## config.mk

```make
export PLATFORM = sky130hd
export DESIGN_NAME = biquad_tdf2_filter
export DESIGN_NICKNAME = d
export VERILOG_FILES = /design/src/rtl/core/bqf_pkg.sv /design/src/rtl/core/bqf_datapath.sv /design/src/rtl/core/bqf_ctrl.sv /design/src/rtl/core/biquad_tdf2_filter.sv
export SDC_FILE = /design/constraint.sdc
export NUM_CORES = 1
export LEC_CHECK = 0
export BUFFER_PORTS_ARGS = -buffer_cell sky130_fd_sc_hd__buf_2
export CAP_MARGIN = 25
export CORE_MARGIN = 1.5
export CORE_UTILIZATION = 30
export DETAILED_ROUTE_END_ITERATION = 10
export PLACE_DENSITY = 0.43
export SETUP_SLACK_MARGIN = 0.05
export SYNTH_ARGS = -nofsm -noshare
export SYNTH_HDL_FRONTEND = slang
export SYNTH_HIERARCHICAL = 1
export SYNTH_SLANG_ARGS = --single-unit
```

## constraint.sdc

```tcl
create_clock -name clk -period 9.7 [get_ports clk]
set_input_delay 0 -clock clk [delete_from_list [all_inputs] [get_ports clk]]
set_output_delay 0 -clock clk [all_outputs]
set_load 0.02 [all_outputs]
```

## src/rtl/core/bqf_pkg.sv

```systemverilog
// Shared widths, register indexes and controller/datapath interface types for the biquad filter.
`default_nettype none

package bqf_pkg;

	localparam int SAMPLE_BITS = 16;
	localparam int COEF_BITS = 17;
	localparam int STATE_BITS = 36;

	localparam int COEF_FRAC = COEF_BITS - 3;
	localparam int PROD_BITS = SAMPLE_BITS + COEF_BITS;
	localparam int ACC_BITS = ((STATE_BITS > PROD_BITS) ? STATE_BITS : PROD_BITS) + 2;
	localparam int TDATA_BITS = ((SAMPLE_BITS + 7) / 8) * 8;

	localparam int CFG_INDEX_BITS = 3;
	localparam int CFG_DATA_BITS = COEF_BITS;

	localparam logic [CFG_INDEX_BITS-1:0] REG_ENABLE = CFG_INDEX_BITS'(0);
	localparam logic [CFG_INDEX_BITS-1:0] REG_B0 = CFG_INDEX_BITS'(1);
	localparam logic [CFG_INDEX_BITS-1:0] REG_B1 = CFG_INDEX_BITS'(2);
	localparam logic [CFG_INDEX_BITS-1:0] REG_B2 = CFG_INDEX_BITS'(3);
	localparam logic [CFG_INDEX_BITS-1:0] REG_A1 = CFG_INDEX_BITS'(4);
	localparam logic [CFG_INDEX_BITS-1:0] REG_A2 = CFG_INDEX_BITS'(5);

	typedef enum logic [3:0] {
		OP_NONE,
		OP_LOAD,
		OP_B0,
		OP_Y,
		OP_N1A,
		OP_N1B,
		OP_N2A,
		OP_N2B,
		OP_PUSH
	} op_t;

	typedef struct packed {
		op_t op;
	} dp_cmd_t;

	typedef struct packed {
		logic filter_en;
	} dp_stat_t;

endpackage

`default_nettype wire

```

## src/rtl/core/bqf_datapath.sv

```systemverilog
// Datapath of the biquad filter: coefficient registers, shared multiplier, delay states.
`default_nettype none

module bqf_datapath (
	input  wire logic                            clk,
	input  wire logic                            arst_n,
	input  wire logic                            cfg_we,
	input  wire logic [bqf_pkg::CFG_INDEX_BITS-1:0] cfg_index,
	input  wire logic [bqf_pkg::CFG_DATA_BITS-1:0]  cfg_data,
	input  wire logic [bqf_pkg::SAMPLE_BITS-1:0]    in_sample,
	input  wire logic                            in_last,
	input  wire bqf_pkg::dp_cmd_t                cmd,
	output bqf_pkg::dp_stat_t                    stat,
	output logic [bqf_pkg::TDATA_BITS-1:0]       out_tdata,
	output logic                                 out_tlast
);
	import bqf_pkg::*;

	localparam logic signed [ACC_BITS-1:0] Y_MAX =
		{{(ACC_BITS-SAMPLE_BITS+1){1'b0}}, {(SAMPLE_BITS-1){1'b1}}};
	localparam logic signed [ACC_BITS-1:0] Y_MIN = ~Y_MAX;
	localparam logic signed [ACC_BITS-1:0] S_MAX =
		{{(ACC_BITS-STATE_BITS+1){1'b0}}, {(STATE_BITS-1){1'b1}}};
	localparam logic signed [ACC_BITS-1:0] S_MIN = ~S_MAX;
	localparam logic signed [ACC_BITS-1:0] Y_RND = ACC_BITS'(1) << (COEF_FRAC - 1);

	logic                          enable_q;
	logic signed [COEF_BITS-1:0]   b0_q, b1_q, b2_q, a1_q, a2_q;
	logic signed [STATE_BITS-1:0]  d1_q, d2_q;
	logic signed [SAMPLE_BITS-1:0] x_q, y_q, out_q;
	logic                          last_q, out_last_q;
	logic signed [PROD_BITS-1:0]   prod_q, mul_res;
	logic signed [ACC_BITS-1:0]    acc_q;
	logic signed [COEF_BITS-1:0]   mul_coef;
	logic signed [SAMPLE_BITS-1:0] mul_val;
	logic signed [ACC_BITS-1:0]    y_sum, y_shift, st_diff;
	logic signed [SAMPLE_BITS-1:0] y_sat;
	logic signed [STATE_BITS-1:0]  st_sat;

	// One multiplier is shared by all five products; the controller picks the pair.
	always_comb begin
		mul_coef = '0;
		mul_val = '0;
		case (cmd.op)
			OP_B0: begin
				mul_coef = b0_q;
				mul_val = x_q;
			end
			OP_Y: begin
				mul_coef = b1_q;
				mul_val = x_q;
			end
			OP_N1A: begin
				mul_coef = a1_q;
				mul_val = y_q;
			end
			OP_N1B: begin
				mul_coef = b2_q;
				mul_val = x_q;
			end
			OP_N2A: begin
				mul_coef = a2_q;
				mul_val = y_q;
			end
			default: begin
			end
		endcase
	end

	assign mul_res = mul_coef * mul_val;

	// Output sample: round half up, arithmetic shift, saturate to the sample range.
	assign y_sum = ACC_BITS'(prod_q) + ACC_BITS'(d1_q) + Y_RND;
	assign y_shift = y_sum >>> COEF_FRAC;
	assign y_sat = (y_shift > Y_MAX) ? Y_MAX[SAMPLE_BITS-1:0] :
		(y_shift < Y_MIN) ? Y_MIN[SAMPLE_BITS-1:0] : y_shift[SAMPLE_BITS-1:0];

	assign st_diff = acc_q - ACC_BITS'(prod_q);
	assign st_sat = (st_diff > S_MAX) ? S_MAX[STATE_BITS-1:0] :
		(st_diff < S_MIN) ? S_MIN[STATE_BITS-1:0] : st_diff[STATE_BITS-1:0];

	always_ff @(posedge clk or negedge arst_n) begin
		if (!arst_n) begin
			enable_q <= 1'b0;
			b0_q <= COEF_BITS'(1) << COEF_FRAC;
			b1_q <= '0;
			b2_q <= '0;
			a1_q <= '0;
			a2_q <= '0;
		end else if (cfg_we) begin
			case (cfg_index)
				REG_ENABLE: enable_q <= cfg_data[0];
				REG_B0: b0_q <= cfg_data[COEF_BITS-1:0];
				REG_B1: b1_q <= cfg_data[COEF_BITS-1:0];
				REG_B2: b2_q <= cfg_data[COEF_BITS-1:0];
				REG_A1: a1_q <= cfg_data[COEF_BITS-1:0];
				REG_A2: a2_q <= cfg_data[COEF_BITS-1:0];
				default: begin
				end
			endcase
		end
	end

	always_ff @(posedge clk or negedge arst_n) begin
		if (!arst_n) begin
			d1_q <= '0;
			d2_q <= '0;
		end else begin
			if (cmd.op == OP_N1B) begin
				d1_q <= st_sat;
			end
			if (cmd.op == OP_N2B) begin
				d2_q <= st_sat;
			end
		end
	end

	always_ff @(posedge clk) begin
		case (cmd.op)
			OP_LOAD: begin
				x_q <= in_sample;
				y_q <= in_sample;
				last_q <= in_last;
			end
			OP_B0: prod_q <= mul_res;
			OP_Y: begin
				y_q <= y_sat;
				prod_q <= mul_res;
			end
			OP_N1A: begin
				acc_q <= ACC_BITS'(prod_q) + ACC_BITS'(d2_q);
				prod_q <= mul_res;
			end
			OP_N1B: prod_q <= mul_res;
			OP_N2A: begin
				acc_q <= ACC_BITS'(prod_q);
				prod_q <= mul_res;
			end
			OP_PUSH: begin
				out_q <= y_q;
				out_last_q <= last_q;
			end
			default: begin
			end
		endcase
	end

	assign stat.filter_en = enable_q;
	assign out_tdata = TDATA_BITS'($unsigned(out_q));
	assign out_tlast = out_last_q;

endmodule

`default_nettype wire

```

## src/rtl/core/bqf_ctrl.sv

```systemverilog
// Controller of the biquad filter: sequences the shared multiplier and the output handshake.
`default_nettype none

module bqf_ctrl (
	input  wire logic             clk,
	input  wire logic             arst_n,
	input  wire logic             in_tvalid,
	output logic                  in_tready,
	output logic                  out_tvalid,
	input  wire logic             out_tready,
	input  wire bqf_pkg::dp_stat_t stat,
	output bqf_pkg::dp_cmd_t      cmd
);
	import bqf_pkg::*;

	typedef enum logic [2:0] {
		ST_IDLE,
		ST_B0,
		ST_Y,
		ST_N1A,
		ST_N1B,
		ST_N2A,
		ST_N2B,
		ST_PUSH
	} state_t;

	state_t state_q;
	logic   out_valid_q;
	logic   slot_free;

	assign slot_free = !out_valid_q || out_tready;

	always_comb begin
		cmd.op = OP_NONE;
		case (state_q)
			ST_IDLE: if (in_tvalid) cmd.op = OP_LOAD;
			ST_B0: cmd.op = OP_B0;
			ST_Y: cmd.op = OP_Y;
			ST_N1A: cmd.op = OP_N1A;
			ST_N1B: cmd.op = OP_N1B;
			ST_N2A: cmd.op = OP_N2A;
			ST_N2B: cmd.op = OP_N2B;
			ST_PUSH: if (slot_free) cmd.op = OP_PUSH;
			default: cmd.op = OP_NONE;
		endcase
	end

	always_ff @(posedge clk or negedge arst_n) begin
		if (!arst_n) begin
			state_q <= ST_IDLE;
			out_valid_q <= 1'b0;
		end else begin
			if (state_q == ST_PUSH && slot_free) begin
				out_valid_q <= 1'b1;
			end else if (out_tready) begin
				out_valid_q <= 1'b0;
			end
			case (state_q)
				ST_IDLE: begin
					if (in_tvalid) begin
						state_q <= stat.filter_en ? ST_B0 : ST_PUSH;
					end
				end
				ST_B0: state_q <= ST_Y;
				ST_Y: state_q <= ST_N1A;
				ST_N1A: state_q <= ST_N1B;
				ST_N1B: state_q <= ST_N2A;
				ST_N2A: state_q <= ST_N2B;
				ST_N2B: state_q <= ST_PUSH;
				ST_PUSH: begin
					// The finished word moves into the output register once it is free.
					if (slot_free) begin
						state_q <= ST_IDLE;
					end
				end
				default: state_q <= ST_IDLE;
			endcase
		end
	end

	assign in_tready = (state_q == ST_IDLE);
	assign out_tvalid = out_valid_q;

endmodule

`default_nettype wire

```

## src/rtl/core/biquad_tdf2_filter.sv

```systemverilog
// Top level of the fixed-point transposed direct form II biquad filter.
// Each input word is one signed Q1.15 sample; each output word is the filtered sample,
// saturated to 16 bits. With enable set, a sample goes from acceptance to the output
// register through a single shared multiplier, which takes all five coefficient products
// in turn (five multiplier steps including the feedback products, then one step to close
// the second state and one to load the output register); a new sample is taken only
// after the last one has been loaded into the output register. With enable clear, a
// sample skips the multiplier steps and goes straight to the step that loads the
// output register. A stalled output holds the controller in its last step until the
// register is free. The output register holds a finished word while the next sample is
// accepted and worked on. The user must write coefficients through the configuration
// port only while no sample is in flight; the block itself does not enforce this.
`default_nettype none

module biquad_tdf2_filter (
	input  wire logic                               clk,
	input  wire logic                               arst_n,
	input  wire logic                               cfg_we,
	input  wire logic [bqf_pkg::CFG_INDEX_BITS-1:0] cfg_index,
	input  wire logic [bqf_pkg::CFG_DATA_BITS-1:0]  cfg_data,
	input  wire logic                               s_axis_tvalid,
	output logic                                    s_axis_tready,
	input  wire logic [bqf_pkg::TDATA_BITS-1:0]     s_axis_tdata,  // sample_in
	input  wire logic                               s_axis_tlast,  // last_in
	output logic                                    m_axis_tvalid,
	input  wire logic                               m_axis_tready,
	output logic [bqf_pkg::TDATA_BITS-1:0]          m_axis_tdata,  // sample_out
	output logic                                    m_axis_tlast   // last_out
);
	import bqf_pkg::*;

	dp_cmd_t  cmd;
	dp_stat_t stat;

	bqf_ctrl u_ctrl (
		.clk        (clk),
		.arst_n     (arst_n),
		.in_tvalid  (s_axis_tvalid),
		.in_tready  (s_axis_tready),
		.out_tvalid (m_axis_tvalid),
		.out_tready (m_axis_tready),
		.stat       (stat),
		.cmd        (cmd)
	);

	bqf_datapath u_datapath (
		.clk       (clk),
		.arst_n    (arst_n),
		.cfg_we    (cfg_we),
		.cfg_index (cfg_index),
		.cfg_data  (cfg_data),
		.in_sample (s_axis_tdata[SAMPLE_BITS-1:0]),
		.in_last   (s_axis_tlast),
		.cmd       (cmd),
		.stat      (stat),
		.out_tdata (m_axis_tdata),
		.out_tlast (m_axis_tlast)
	);

endmodule

`default_nettype wire

```

==> impl_metrics.ini <==
[clock_tree]
clk_pin_slew_worst_paths_ns = 0.07
cts_tree = yes
clk_latency_ns = 0.58
cts-root-buf = clkbuf_16
cts_buffers = 38
cts_buffer_depth = 3
htreeDepth = 2
clkSinkCount = 282

[sta]
setup_viol = 0
slew_violations = 0
rsz0062_at_grt = no
fin_crit_sh = 0.9424
tightest_slew_ns = 1.024
finalClockSkew_ns = 0.03583
final_hold_viol_count = 0
fmax_ghz = 0.1094
min_period_ns = 9.141
relSlewSlack = 0.3176
setup_tns_ns = 0

[place]
gp_congestion = 0.9336
dp_hpwl_um = 69360
numPortBuffers = 60

[setup_path]
cp_common_cell = fa_1
startpoint_type = flip-flop
cp.arrival_ns = 9.44
path_class = flip-flop to flip-flop
worst_path_largest_cell_delay_ns = 0.64
worstRegToRegCells = 30
r2r_start = u_ctrl/state_q[0]
cp.required_ns = 10.00
reg2reg_to = u_datapath/prod_q[32]
end_kind = flip-flop
r2r_slack_ns = 0.56
slowest_stage = a2111oi_0
worst-path-max-fanout = 32

[routing]
wirelength_um = 85620
ant_nets = 0
via_per_inst = 5.006
drc = 0
num_vias = 20340
routedWlPerCell_um = 21.07
drt-initial-drc-count = 1401
firstDrtPassIters = 7

[yosys]
synth_ff_type = dfrtp_1
synth-compound-area-share = 0.1442
syn-cell-area_mm2 = 0.02722
synth_top_family_by_area = adder cells
async_flop_share = 0.5745
synth_common_cells = inv_1 (387), fa_1 (278), nor2_1 (254)
ys_ff_latch = 282
synthAdderAreaFrac = 0.3087
synth-simple-area-share = 0.1183
synth-xor-area-share = 0.03603
yosysWarnings = 6
synth_top_cell_area_share = 0.2044
synth_cells = 2752
yosysTopAreaCell = fa_1
yosysMostFrequentCell = inv_1
synth_cell_type_count = 90
synth_edf_count = 120
synth.area.mux_share = 0.04127
netlist_top_cells_area = fa_1 (20%), dfrtp_1 (15%), edfxtp_1 (13%)
avgSynthCellArea_um2 = 9.893
ys_seq_area_frac = 0.2813
syn-num-nets = 3299

[flow_run]
maxCapViolations = 0

[floorplan]
die_y_um = 304.2
row_count = 110
core_area_mm2 = 0.09001
pin_count = 61
dieWidth_um = 304.2
die-area_mm2 = 0.09257
floorplan.initialDensity = 0.3025

[cells_and_area]
nets = 3406
area_growth_pct = 13.09
drive_gt1_frac = 0.1202
antenna_cells = 0

[worst_hold_path]
min_path_type = primary input to async pin

[global_routing]
overflow = 0
grt_pass1_vias = 21190
grt_antenna_before_repair = 1
grt_max_degree = 65
grtUsageTotal = 0.1844
grt_pass1_wl_um = 131500

[outcome]
status = finished clean
[per-layer routing]
| layer | routed length [µm] | part of all wire | track usage |
|---|---|---|---|
| met5 | 0 | 0 | 0 |
| met4 | 2232 | 0.026 | 0.05070 |
| met3 | 2764 | 0.032 | 0.01692 |
| met2 | 38950 | 0.45 | 0.2995 |
| met1 | 41680 | 0.49 | 0.2619 |
[layout by cell type (no fill, tap or decap), types with 25 or more instances in the layout]
cell,n
a21o_1,65
a21oi_1,136
a221o_1,66
buf_2,59
buf_4,66
clkbuf_16,38
dfrtp_1,161
dlygate4sd3_1,41
edfxtp_1,120
fa_1,278
ha_1,227
inv_1,387
mux2_2,98
nand2_1,244
nand3_1,37
nor2_1,248
nor3_1,25
o21ai_0,88
xnor2_1,72
xor2_1,38
[how the worst max path moves through the flow]
stage | to | cells past startpoint | slack [ns] | from
final | u_datapath/prod_q[32] | 30 | 0.56 | u_ctrl/state_q[0]
after global routing | u_datapath/prod_q[32] | 30 | 0.05 | u_ctrl/state_q[0]
after floorplan | u_datapath/prod_q[32] | 28 | 0.28 | u_ctrl/state_q[1]
after CTS | u_datapath/prod_q[32] | 32 | 0.14 | u_ctrl/state_q[0]
after global placement | u_datapath/prod_q[32] | 30 | 0.31 | u_ctrl/state_q[0]
after detailed placement | u_datapath/prod_q[32] | 32 | 0.17 | u_ctrl/state_q[0]
[critical path: cells and delay by family (launching register included)]
kind | cells | cell delay [ns]
fa+ha+maj | 7 | 3.32
compound gates | 9 | 2.30
buf+inv | 8 | 1.38
simple gates | 4 | 0.83
flops | 1 | 0.60
xor+xnor | 2 | 0.46
[through the flow]
| stage | instances | setup WS (ns) | cell area, µm² | utilization | hold slack (ns) |
|---|---|---|---|---|---|
| 6_report | 4064 | 0.5589 | 30790 | 0.3421 | 0.03551 |
| 4_1_cts | 4061 | 0.1430 | 30750 | 0.3416 | 0.06178 |
| 5_1_grt | 4064 | 0.04573 | 30790 | 0.3421 | 0.1087 |
| 2_1_floorplan | 2752 | 0.2775 | 27220 | - | -0.2956 |
| 3_3_place_gp | 3948 | 0.3115 | 29080 | 0.3231 | 0.03314 |
| 3_5_place_dp | 3951 | 0.1715 | 29150 | 0.3238 | 0.04244 |
[final cells by class]
class / count / area [µm²]
well taps: 1176 / 1471
clock inverters: 20 / 157.7
clock buffers: 49 / 1032
flip-flops and latches: 282 / 7659
repair buffers: 170 / 1279
fillers: 9202 / 59220
multi-input cells: 1980 / 17740
inverters: 387 / 1453
[flip-flops by register name, indices dropped and copies added (netlist names), 3 cells and up]
register and count:
u_datapath/b0_q 17, u_datapath/prod_q 33, u_datapath/y_q 16, u_datapath/out_tdata 16, u_datapath/a1_q 17, u_datapath/acc_q 37
u_datapath/x_q 16, u_datapath/b1_q 17, u_datapath/b2_q 17, u_ctrl/state_q 3, u_datapath/a2_q 17, u_datapath/d1_q 36
u_datapath/d2_q 36
[what timing repair did]
action,4_1_cts,5_1_grt
setup endpoints to repair,0,5
hold buffers,41,0
buffers inserted,0,3
resized for setup,0,4
hold endpoints to repair,185,0
[kinds of logic after synthesis]
logic type / Yosys count
XOR/XNOR: 112
adder cells (fa/ha/maj): 505
AND/OR/NAND/NOR: 710
flip-flops: 282
AO/OA/AOI/OAI: 553
multiplexers: 100
buffers and inverters: 490
Power is left out: the tool's default activity adds up to more than one toggle a clock period on the data nets, which glitch-free logic cannot reach.
